### src/sv/amp_isqrt.sv
// Pipelined integer square root, one result bit per stage, 17 stages.
module amp_isqrt
(
    input  logic        clk,
    input  logic        en,
    input  logic [32:0] v,
    output logic [16:0] root
);

    logic [34:0] rem_reg  [0:16];
    logic [16:0] root_reg [0:16];

    genvar g;
    generate
        for (g = 0; g < 17; g++)
        begin : g_stage
            localparam int K = 16 - g;
            logic [34:0] rin;
            logic [16:0] qin;
            logic [34:0] trial;

            if (g == 0)
            begin : g_first
                assign rin = {2'b00, v};
                assign qin = '0;
            end
            else
            begin : g_rest
                assign rin = rem_reg[g-1];
                assign qin = root_reg[g-1];
            end

            // Trial subtraction of 2*r*2^k + 2^2k.
            assign trial = ({18'd0, qin} << (K + 1)) | (35'd1 << (2 * K));

            always_ff @(posedge clk)
            begin
                if (en)
                begin
                    if (rin >= trial)
                    begin
                        rem_reg[g]  <= rin - trial;
                        root_reg[g] <= qin | (17'd1 << K);
                    end
                    else
                    begin
                        rem_reg[g]  <= rin;
                        root_reg[g] <= qin;
                    end
                end
            end
        end
    endgenerate

    assign root = root_reg[16];

endmodule

### config.mk
export PLATFORM = sky130hd
export DESIGN_NAME = amp_isqrt
export DESIGN_NICKNAME = d
export VERILOG_FILES = /design/src/sv/amp_isqrt.sv
export SDC_FILE = /design/constraint.sdc
export NUM_CORES = 1
export LEC_CHECK = 0
export ABC_AREA = 1
export BUFFER_PORTS_ARGS = -buffer_cell sky130_fd_sc_hd__buf_2
export CORE_MARGIN = 2
export CORE_UTILIZATION = 28
export DETAILED_ROUTE_END_ITERATION = 10
export GPL_TIMING_DRIVEN = 0
export PLACE_DENSITY = 0.49
export SLEW_MARGIN = 0
export SYNTH_ARGS = -nofsm -noshare
export SYNTH_HDL_FRONTEND = slang
export SYNTH_SLANG_ARGS = --single-unit
### constraint.sdc
create_clock -name clk -period 3.1 [get_ports clk]
set_clock_uncertainty 0.05 [all_clocks]
set_input_delay 0.31 -clock clk [delete_from_list [all_inputs] [get_ports clk]]
set_output_delay 0.31 -clock clk [all_outputs]
set_load 0.1 [all_outputs]
==> summary.md <==
| Metric | Value |
|---|---|
| Die X | between 300 and 400 um |
| Worst Tran Pin Value | about 0.88 ns |
| Post-place setup slack | -0.588 ns |
| DR WL/cell | roughly 16 um |
| Status | finished clean |
| Total Routing Usage GR | roughly 15% |
| Sequential element share of the synthesized area | about 53% |
| Die area | between 100,000 and 150,000 um2 |
| CP endpoint kind | register |
| M1 GR Usage | just under 20% |
| Post-Syn Nets | ~4,800 |
| Setup CP Type | in -> reg |
| Routing usage on met2 | 25.5% |
| Vias in the first global route | ~30,000 |
| Hold slack | 0.278 ns |
| Busiest layer in global routing | met2 |
| Area growth, synth to finish | 15.0% |
| ANT nets after route | 0 |
| RSZ-0062 raised after global routing | no |
| Ys flop type | edfxtp_1 |
| CTS tree | built |
| Worst Path Arrival | about 3.2 ns |
| Layout Nets | just under 5,000 |
| Pin count of the biggest net entering global routing | 40 |
| Number of flip-flops in the largest register | roughly 560 |
| Row cnt | 138 |
| R2R Setup Slk | 0.40 ns |
| CTS resizes | 0 |
| I/O Buffers | 51 |
| First-pass GRT wire length | between 150,000 and 200,000 um |
| Clock Sinks | around 710 |
| Die H | 383 um |
| Final Hold Fails | 0 |
| Critical Path Source | en |
| Worst Path Max Fanout | 10 |
| Setup Fix Bufs, Post-CTS | 0 |
| Syn avg cell area | 8.78 um2 |
| Worst R2R End | rem_reg[8][28] |
| DRC | 0 |
| Via count | 30,000 |
| Setup-failing EPs final | 0 |
| Relative slew slack | about two fifths |
| Yosys cell types | 51 |
| DR vias/cell | ~4.5 |
| Root buffer cell | clkbuf_16 |
| Min-delay worst type | in -> reg |
| Placed insts | about 6,500 |
| Starting Density | between 20 and 30% |
| Initial DRC count | 2,179 |
| Number of synthesized flops with an enable pin | 712 |
| Peak VDD IR | approximately 0.47 mV |
| CP required | 3.48 ns |
| R2R depth | 11 |
| Clk Latency, worst-skew pair | approximately 0.68 ns |
| GR Overflow Total | 0 |
| #FFs+latches synth | just over 700 |
| Core area | between 100,000 and 150,000 um2 |
| CP Launch Type | input port |
| Cell count after synthesis | 4,573 |
| HPWL after detailed placement | 88,400 um |
| Clock Path Buffers | 3 |
| Yosys warnings | 0 |
| Total CTS buffers | 80 |
| FF-to-FF Start | root_reg[7][10] |
| Max cap viols | 0 |
| Fmax | between 300 and 400 MHz |
| P_leak | 20.3 nW |
| CTS clk-pin slew, worst paths | ~0.06 ns |
| # IOs | between 50 and 60 |
| Met3 usage | between 1.5 and 2% |
| Antenna violations before repair | 6 |
| Routed wire length | between 100,000 and 150,000 um |
| Non-Filler Instances | between 6,000 and 7,000 |
| Tcrit/Tclk final | slightly above 90% |
| Pwr per Cell Area | roughly 600 nW/um2 |
| Gpl congestion | between 0.9 and 1 |
| Synth Cell Area | between 40,000 and 50,000 um2 |
| Min Tclk post-route | approximately 2.9 ns |
| Crit path to | rem_reg[15][34] |
| Drt first pass iters | 7 |
| Max Transition Viols Final | 0 |
| Async S/R FF share, synth | 0% |
| Setup slack after layout | around 0.24 ns |
| Layout cells sized above 1 | around 7.7% |
| Clock H-tree levels | 3 |
-- cell usage after synthesis (5+ instances only) --
library cell | n | area share [%]
nand3_2 | 11 | 0.27
buf_6 | 14 | 0.39
nand3b_1 | 30 | 0.56
nand2_1 | 1296 | 12
nor3_1 | 73 | 0.91
a21oi_1 | 134 | 1.7
buf_4 | 12 | 0.22
o211ai_1 | 6 | 0.11
and3_1 | 6 | 0.094
xnor2_1 | 49 | 1.1
nand3_1 | 314 | 3.9
nand4_1 | 111 | 1.7
nor4_1 | 19 | 0.30
nand2_4 | 5 | 0.14
nor2_2 | 22 | 0.34
inv_2 | 18 | 0.17
ha_1 | 166 | 5.2
inv_1 | 736 | 6.9
a21o_1 | 8 | 0.15
buf_2 | 10 | 0.12
xor2_1 | 94 | 2.1
o21ai_2 | 12 | 0.26
clkbuf_1 | 18 | 0.17
edfxtp_1 | 712 | 53
a21oi_2 | 14 | 0.31
nand2_2 | 17 | 0.26
nor2_4 | 6 | 0.17
o21bai_1 | 6 | 0.11
nor2_1 | 501 | 4.7
o21ai_0 | 82 | 1.0
or2_2 | 19 | 0.30
o21ai_1 | 14 | 0.17
-- report_power, final --
group / internal [W] / total (W) / switching [W] / leakage (nW)
registers: 0.0119 / 0.0127 / 0.000782 / 6.82
clock network: 0.00573 / 0.00982 / 0.00409 / 1.31
logic: 0.00184 / 0.00572 / 0.00388 / 12.1
-- placed cells by master (no fill, tap or decap), drive strengths merged, types with 77 or more instances in the layout --
cell / instances
nand4: 112
nand2: 1318
a21oi: 149
xor2: 94
nor3: 77
ha: 166
buf: 102
edfxtp: 712
nor2: 530
o21ai: 108
inv: 760
nand3: 325
clkbuf: 110
-- area by class of cell --
class / count / area [um2]
diodes: 2 / 5.00
plain buffers: 54 / 385
clock buffers: 92 / 2050
clock inverters: 50 / 677
fillers: 14800 / 95800
inverters: 757 / 2850
multi-input cells: 3050 / 15500
flip-flops and latches: 712 / 21400
well taps: 1890 / 2360
repair buffers: 99 / 901
-- worst max-delay path: stages --
cell and delay (ns):
buf_2 0.30, buf_2 0.53, buf_2 0.73, buf_2 0.66, nand3_2 0.38, nand2_1 0.20, inv_1 0.06
-- logic make-up after synthesis --
| kind of cell | Yosys count | share of synthesized area [%] |
|---|---|---|
| buf+inv | 811 | 8.00 |
| xor+xnor | 143 | 3.12 |
| compound gates | 291 | 4.14 |
| fa+ha+maj | 166 | 5.17 |
| simple gates | 2450 | 26.3 |
| flops | 712 | 53.3 |
-- per-stage QoR --
stage | area, um2 | TNS, ns | utilization, % | power [W]
2_1_floorplan | 40100 | 0 | - | 0.0166
3_3_place_gp | 42800 | -479.14 | 30.1 | 0.0185
3_5_place_dp | 43100 | -12.71 | 30.4 | 0.0185
4_1_cts | 46100 | 0 | 32.5 | 0.0285
5_1_grt | 46100 | 0 | 32.5 | 0.0297
6_report | 46200 | 0 | 32.5 | 0.0282
-- metal layers --
| metal | up-vias | share of wire (%) | routed length (um) |
|---|---|---|---|
| li1 | 15300 | - | - |
| met1 | 13900 | 46 | 50700 |
| met2 | 609 | 47 | 51800 |
| met3 | 156 | 4.0 | 4380 |
| met4 | 0 | 2.9 | 3220 |
| met5 | - | 0 | 0 |
-- repair_timing --
| action | in CTS | in global routing |
|---|---|---|
| endpoints found under the setup margin | 0 | 0 |
| hold buffers | 33 | 0 |
| endpoints found under the hold margin | 35 | 0 |
-- how the worst min path moves through the flow --
stage,endpoint,cells past startpoint,start
finish,rem_reg[0][25],2,v[25]
floorplan,rem_reg[0][0],0,v[0]
global placement,rem_reg[2][23],0,rem_reg[1][23]
global route,rem_reg[0][26],2,v[26]
CTS,rem_reg[0][7],2,v[7]
detailed placement,rem_reg[2][23],0,rem_reg[1][23]
Note: power is estimated with default switching activity, not from simulation.
