--- config.mk ---
export PLATFORM = sky130hd
export DESIGN_NAME = amp_div
export DESIGN_NICKNAME = d
export VERILOG_FILES = /design/src/sv/amp_div.sv
export SDC_FILE = /design/constraint.sdc
export NUM_CORES = 1
export LEC_CHECK = 0
export CORE_AREA = 2 2 300 302
export DETAILED_ROUTE_END_ITERATION = 8
export DIE_AREA = 0 0 302 304
export DONT_BUFFER_PORTS = 1
export GPL_ROUTABILITY_DRIVEN = 0
export PLACE_DENSITY = 0.63
export SYNTH_ARGS = -nofsm -noshare
export SYNTH_HDL_FRONTEND = slang
export SYNTH_SLANG_ARGS = --single-unit
--- constraint.sdc ---
create_clock -name clk -period 5.3 [get_ports clk]
set_input_delay 0.265 -clock clk [delete_from_list [all_inputs] [get_ports clk]]
set_output_delay 0.265 -clock clk [all_outputs]
set_load 0.005 [all_outputs]
--- src/sv/amp_div.sv ---
// Pipelined restoring divider: num / (den << 17), 13 quotient bits, one per stage.
module amp_div
(
    input  logic        clk,
    input  logic        en,
    input  logic [44:0] num,
    input  logic [14:0] den,
    output logic [12:0] quo
);

    logic [45:0] rem_reg [0:12];
    logic [14:0] den_reg [0:12];
    logic [12:0] quo_reg [0:12];

    genvar g;
    generate
        for (g = 0; g < 13; g++)
        begin : g_stage
            localparam int I = 12 - g;
            logic [45:0] rin;
            logic [14:0] din;
            logic [12:0] qin;
            logic [45:0] trial;

            if (g == 0)
            begin : g_first
                assign rin = {1'b0, num};
                assign din = den;
                assign qin = '0;
            end
            else
            begin : g_rest
                assign rin = rem_reg[g-1];
                assign din = den_reg[g-1];
                assign qin = quo_reg[g-1];
            end

            // Divisor aligned to this quotient bit.
            assign trial = {31'd0, din} << (17 + I);

            always_ff @(posedge clk)
            begin
                if (en)
                begin
                    den_reg[g] <= din;
                    if (rin >= trial)
                    begin
                        rem_reg[g] <= rin - trial;
                        quo_reg[g] <= qin | (13'd1 << I);
                    end
                    else
                    begin
                        rem_reg[g] <= rin;
                        quo_reg[g] <= qin;
                    end
                end
            end
        end
    endgenerate

    assign quo = quo_reg[12];

endmodule

==> results of run 1 <==
==> worst max path at each step <==
stage                                         start                        end  depth (start not counted)
after floorplan            rem_reg[1][24]$_DFFE_PP_   rem_reg[1][73]$_DFFE_PP_                         13
after global placement      den_reg[1][0]$_DFFE_PP_   rem_reg[1][72]$_DFFE_PP_                         11
after detailed placement    den_reg[1][0]$_DFFE_PP_   rem_reg[1][72]$_DFFE_PP_                         11
after CTS                   den_reg[1][0]$_DFFE_PP_   rem_reg[1][71]$_DFFE_PP_                         11
after global routing      rem_reg[1][114]$_DFFE_PP_  rem_reg[1][161]$_DFFE_PP_                         11
final                                            en   rem_reg[2][42]$_DFFE_PP_                          6
==> per-stage QoR <==
| step | instance area, um2 | setup WS (ns) | hold WS [ns] |
|---|---|---|---|
| 2_1_floorplan | 39480 | 2.224 | 0.3639 |
| 3_3_place_gp | 40820 | 1.497 | 0.3640 |
| 3_5_place_dp | 40820 | 1.327 | 0.3640 |
| 4_1_cts | 44260 | 1.321 | 0.005023 |
| 5_1_grt | 44260 | 0.9753 | 0.03386 |
| 6_report | 44260 | 0.9184 | 0.05378 |
==> layout make-up <==
cell class | instances | area share, %
clock buffers | 110 | 5.258
clock inverters | 51 | 1.102
inverters | 252 | 2.137
multi-input cells | 1917 | 30.77
flip-flops and latches | 823 | 55.83
well taps | 1176 | 3.324
repair buffers | 70 | 1.572
==> worst register-to-register path: stages, from the launching register on <==
cell and delay, ns:
edfxtp_1 0.34, inv_1 0.06, ha_1 0.21, inv_1 0.07, fa_1 0.20, a21o_1 0.12, a21oi_1 0.14, o21ai_1 0.28
a2111oi_1 0.18, o41ai_2 0.55, nand2_1 0.17, o41ai_4 0.94, mux2_2 0.43
==> cells by family after synthesis <==
| logic type | count (synthesis) |
|---|---|
| flip-flops | 823 |
| XOR/XNOR | 213 |
| adder cells (fa/ha/maj) | 207 |
| AND/OR/NAND/NOR | 829 |
| buffers and inverters | 303 |
| multiplexers | 81 |
| AO/OA/AOI/OAI | 587 |
==> metal layers <==
layer / global-route usage [%] / part of all wire (%)
met1: 17.83 / 38
met2: 32.00 / 54
met3: 2.520 / 3.3
met4: 8.519 / 4.9
met5: 0 / 0
==> layout by cell type (no fill, tap or decap), types with 30 or more instances in the layout <==
master,Yosys,layout
clkbuf_16,0,90
xor2_1,96,96
nand4_1,44,44
dlygate4sd3_1,0,60
nand2_1,155,155
o21ai_0,125,125
a21o_1,53,53
edfxtp_1,823,823
a21oi_1,182,181
xnor2_1,117,117
nor3_1,75,75
inv_1,251,251
nor2_1,205,205
nand2b_1,30,30
o21a_1,35,35
nor4_1,82,82
mux2_2,54,54
ha_1,195,195
nand3_1,51,51
==> power breakdown <==
part	switching [W]	total (W)	leakage [nW]	internal, W
clock network	0.00241	0.00591	1.36	0.00350
registers	0.000690	0.00933	7.96	0.00864
logic	0.00312	0.00564	6.94	0.00252
==> repair_timing <==
| action | CTS | global route |
|---|---|---|
| hold buffers | 61 | 0 |
| endpoints found under the hold margin | 261 | 0 |
| gates resized for setup | 0 | 0 |
==> key figures, run 1 <==
Route
  – Post-Route WL: 76,860 um
  – Residual DRC: 0
  – Final ANT Viol Nets: 0
  – TritonRoute pass-1 iters: 5
  – Vias per cell: 5.393
  – DR vias: 23.72k
  – Detailed router's first-iteration violation count: 1,703
  – WL/cell: 17.47 um

Logic synthesis
  – Ranking of synthesized cells by area: edfxtp_1, ha_1, xnor2_1, inv_1, a21oi_1
  – Flops & latches, synth: approximately 800
  – Post-synth ARST share: 0%
  – Mux contribution to synthesized area: 2.288%
  – Synthesis Warnings: 0
  – Yosys top cell area share: 62.59%
  – Post-synth cell types: 91
  – EDFF count, synth: 823
  – Post-Syn Area: 39,480 um2
  – Most frequent cell after synthesis: edfxtp_1
  – Largest family of logic cells by synthesized area: simple AND/OR/NAND/NOR gates
  – Post-synthesis xor/xnor area fraction: 4.725%
  – Sequential share of the synthesized area: 62.59%
  – Simple-gate share of the synthesized area: approximately 11%
  – Yosys top cell by area: edfxtp_1
  – Synthesized Nets: 3,312
  – Syn Inst Count: 3,043
  – Prevailing post-synth register cell: edfxtp_1
  – Avg Cell Area, Syn: 12.97 um2
  – Compound-gate portion of the synthesized area: a little under a tenth
  – Post-synth top cells: edfxtp_1, inv_1, nor2_1
  – Adder-cell share of the synthesized area: 6.788%

Run status
  – Status: complete, but fails checks
  – Failing checks: slew limit

Global route
  – Number of global-route vias before repair: 24.49k
  – Largest net degree at the start of global routing: 639
  – GRT Total Usage: 16.84%
  – First-pass GRT wire length: 124,400 um
  – GRT Residual Overflow: 0
  – Initial antenna violation count: 0

Clock tree
  – CTS tree: built
  – Postcts setup bufs: 0
  – Clk buf depth: 3
  – Max H-tree Level: 3
  – Root buf cell: clkbuf_16
  – Total clock buffers created by CTS: 87
  – Clk_lat worst skew: between 0.6 and 0.7 ns
  – Clk slew on worst S/H paths: 0.06 ns
  – Clock tree sinks: 823

Setup path
  – CP Launch Type: input port
  – Reg2Reg Depth: 12
  – Crit path largest cell delay: roughly 1.4 ns
  – CP Capture Type: flop
  – RR Startpoint: rem_reg[1][24]$_DFFE_PP_
  – Max FO, Critical Path: 638
  – Worst r2r dst: rem_reg[1][71]$_DFFE_PP_
  – Internal reg-to-reg setup slack: 1.35 ns
  – Largest delay share family, worst path: simple AND/OR/NAND/NOR gates
  – Crit-path cells: nand4b_1 > a21oi_1 > o2111ai_2 > nand3_1 > a2111oi_0 > xor2_1
  – WS Path Type: input port to flop
  – Crit-path slowest cell: nand4b_1
  – Crit path DAT: ~4.7 ns
  – Buffers and inverters on the worst path: 0
  – Worst path required time: 5.64 ns

Power and ir drop
  – Peak VDD IR: 0.0002909 V
  – Leakage Power: 16.25 nW
  – PD cells: ~470 nW/um2
  – Power, Total: 0.02089 W

Final layout
  – Nets: 3,420
  – Max FFs per register: 552
  – Multi-input gate area: 13,620 um2
  – Util after Layout: about 50%
  – Area Growth Syn to Fin: 12.11%
  – Fin cells: roughly 4.4k
  – Diode count: 0
  – Fillers: 7,502
  – Layout cells sized above 1: under 10%
  – Register area: 24,710 um2

Timing
  – Slew HR: -144.0%
  – Fmax: 228.2 MHz
  – Final hold vios: 0
  – RSZ-0062 raised after global routing: no
  – Measured slew at the worst slew-check pin: 3.660 ns
  – Slew Limit Fails: a little over 600
  – Final setup viols: 0
  – Max Clock Skew: 0.01888 ns
  – Setup TNS: 0 ns
  – Period utilisation layout: 82.67%
  – Shortest period the worst path allows: 4.382 ns

Worst hold path
  – Min-delay src: num[29]
  – Worst Hold Endpoint: rem_reg[0][29]$_DFFE_PP_
  – Hold WC Path Type: input port to flop
  – Hold Path Stages: 3

Die
  – Num rows: 110
  – I/O pin cnt: 75
  – Core area: 89,050 um2
  – Die area: 91,810 um2
  – Chip Width: 302 um
  – Initial Util: 44.34%
  – Chip Height: 304 um

Placed design
  – PortBufs: 0
  – Dpl hpwl: 55,280 um
  – Placed cells: roughly 4.2k

Run
  – Max Cap Violations: 0
(Power assumes the default switching activity.)
==> run 2, diff against run 1 <==
Settings changed: PLACE_DENSITY 0.63 to 0.65.
Clock period 5.3 ns to 3.7 ns, I/O delays scaled along.
==> run 2 against run 1 <==
  * The flow finishes with violations (hold timing, slew limit, setup timing)
  * Via count fell by 1.3%
  * Sequential share of layout area down 0.41 points
  * Power up 42%
  * Sequential power grew 43%
  * Non-clock buffer count up 41
  * Hold slack lost 0.35 ns
  * Clock skew shrank 0.0030 ns
  * Combinational power up 42%
  * Clock-buffer cell count did not move
  * Global-route usage shrank 0.88 points
  * Design area increased by 0.73%
  * Register-to-register slack got worse by 1.0 ns
  * Critical path type unchanged
  * Largest cell class unchanged
  * Highest routed layer unchanged
==> key figures, run 2 (synthesis results as in run 1) <==
Timing
  – Shortest period the worst path allows: 3.949 ns
  – Fmax: roughly 250 MHz
  – Final hold vios: 43
  – Slew Limit Fails: 678
  – Final Worst Setup Slack: -0.2488 ns
  – Minimum hold slack: -0.2943 ns
  – Final setup viols: 14
  – Measured slew at the worst slew-check pin: 4.024 ns
  – Slew HR: -168.3%
  – Period utilisation layout: 106.7%
  – Max Clock Skew: 0.01583 ns
  – RSZ-0062 raised after global routing: no

Setup path
  – Crit path largest cell delay: between 1 and 1.5 ns
  – Crit-path cells: nand4b_1 > a21oi_1 > o2111ai_2 > nand3_1 > a2111oi_0 > xor2_1
  – WS Path Type: input port to flop
  – Crit path DAT: 4.30 ns
  – CP Capture Type: flop
  – Reg2Reg Depth: 13
  – CP Launch Type: input port
  – Worst path required time: 4.05 ns
  – Crit-path slowest cell: nand4b_1
  – Max FO, Critical Path: 837

Worst hold path
  – Hold WC Path Type: input port to flop
  – Hold Path Stages: 0

Global route
  – Number of global-route vias before repair: between 20k and 25k
  – First-pass GRT wire length: between 100,000 and 150,000 um
  – Largest net degree at the start of global routing: between 800 and 900
  – GRT Residual Overflow: 0
  – GRT Total Usage: 15.96%
  – Initial antenna violation count: 0

Route
  – TritonRoute pass-1 iters: 5
  – Post-Route WL: 72,730 um
  – Detailed router's first-iteration violation count: 1,416
  – WL/cell: between 15 and 20 um
  – DR vias: 23.42k
  – Vias per cell: 5.283
  – Residual DRC: 0
  – Final ANT Viol Nets: 0

Clock tree
  – Clk_lat worst skew: 0.63 ns
  – Clk buf depth: 3
  – CTS tree: built
  – Clock tree sinks: 823
  – Postcts setup bufs: 0
  – Total clock buffers created by CTS: between 80 and 90
  – Clk slew on worst S/H paths: 0.06 ns
  – Max H-tree Level: 3
  – Post-cts hold buffer count: 61
  – Root buf cell: clkbuf_16

Placed design
  – Dpl hpwl: 52,380 um
  – Placed cells: about 4.2k
  – Placed Area: 41,200 um2
  – Dpl ws: 0.1388 ns
  – PortBufs: 0

Final layout
  – Cell area after layout: about 45,000 um2
  – Most common cell after layout, fill and taps aside: edfxtp_1
  – Nets: 3,460
  – Area Growth Syn to Fin: 12.93%
  – Util after Layout: 50.07%
  – Max FFs per register: between 500 and 600
  – Most frequent cells in the layout: edfxtp_1, inv_1, nor2_1
  – Fillers: 7,570
  – Layout cells sized above 1: around 8.0%
  – Fin cells: 4,432
  – Diode count: 0

Die
  – Initial Util: 44.34%
  – Die area: 91,810 um2
  – Chip Width: 302 um
  – Core area: 89,050 um2
  – Chip Height: around 300 um
  – Num rows: 110
  – I/O pin cnt: 75

Run
  – Max Cap Violations: 0

Power and ir drop
  – Peak VDD IR: roughly 0.00042 V
  – PD cells: 666.5 nW/um2
  – Leakage Power: 16.46 nW

Run status
  – Status: complete, but fails checks
  – Failing checks: hold timing, slew limit, setup timing
==> run 2: power by group <==
group	internal, W	switching (W)
sequential	0.0124	0.000969
combinational	0.00371	0.00430
clock	0.00494	0.00342
==> run 2: cell type report <==
cell class / count / area, um2 / share of cell area (%)
flip-flops and latches: 823 / 24710 / 55.43
multi-input cells: 1917 / 13630 / 30.58
clock inverters: 43 / 478.0 / 1.072
repair buffers: 111 / 1061 / 2.380
well taps: 1176 / 1471 / 3.300
inverters: 252 / 945.9 / 2.121
clock buffers: 110 / 2285 / 5.124
==> run 2: stage by stage <==
step	TNS, ns	power (W)	hold slack [ns]
after detailed placement	0	0.02134	0.2840
after global routing	0	0.03142	-0.3393
after global placement	0	0.02122	0.2840
after floorplan	0	0.01955	0.2839
after CTS	0	0.02986	-0.3154
final	-1.189	0.02972	-0.2943
==> run 2: repair_timing <==
item                                    CTS  global route
endpoints found under the setup margin    0             2
endpoints found under the hold margin   479           248
resized for setup                         0             3
==> run 2: layer usage <==
layer	routed length, um	GRT usage, %
met3	1965	2.149
met1	28130	17.18
met4	3374	7.840
met5	0	0
met2	39250	30.30
==> run 2: path summary, 6_finish.rpt <==
path | from | to | slack (ns)
setup / recovery | en | rem_reg[2][42]$_DFFE_PP_ | -0.25
hold / removal | en | den_reg[0][14]$_DFFE_PP_ | -0.29
setup reg to reg | den_reg[1][0]$_DFFE_PP_ | rem_reg[1][72]$_DFFE_PP_ | 0.32
hold reg to reg | quo_reg[2][37]$_DFFE_PP_ | quo_reg[2][50]$_DFFE_PP_ | 0.42
==> run 2: critical path: cells and delay by family <==
family | cells | cell delay (ns)
compound gates | 3 | 0.84
xor+xnor | 1 | 0.15
simple gates | 2 | 1.37
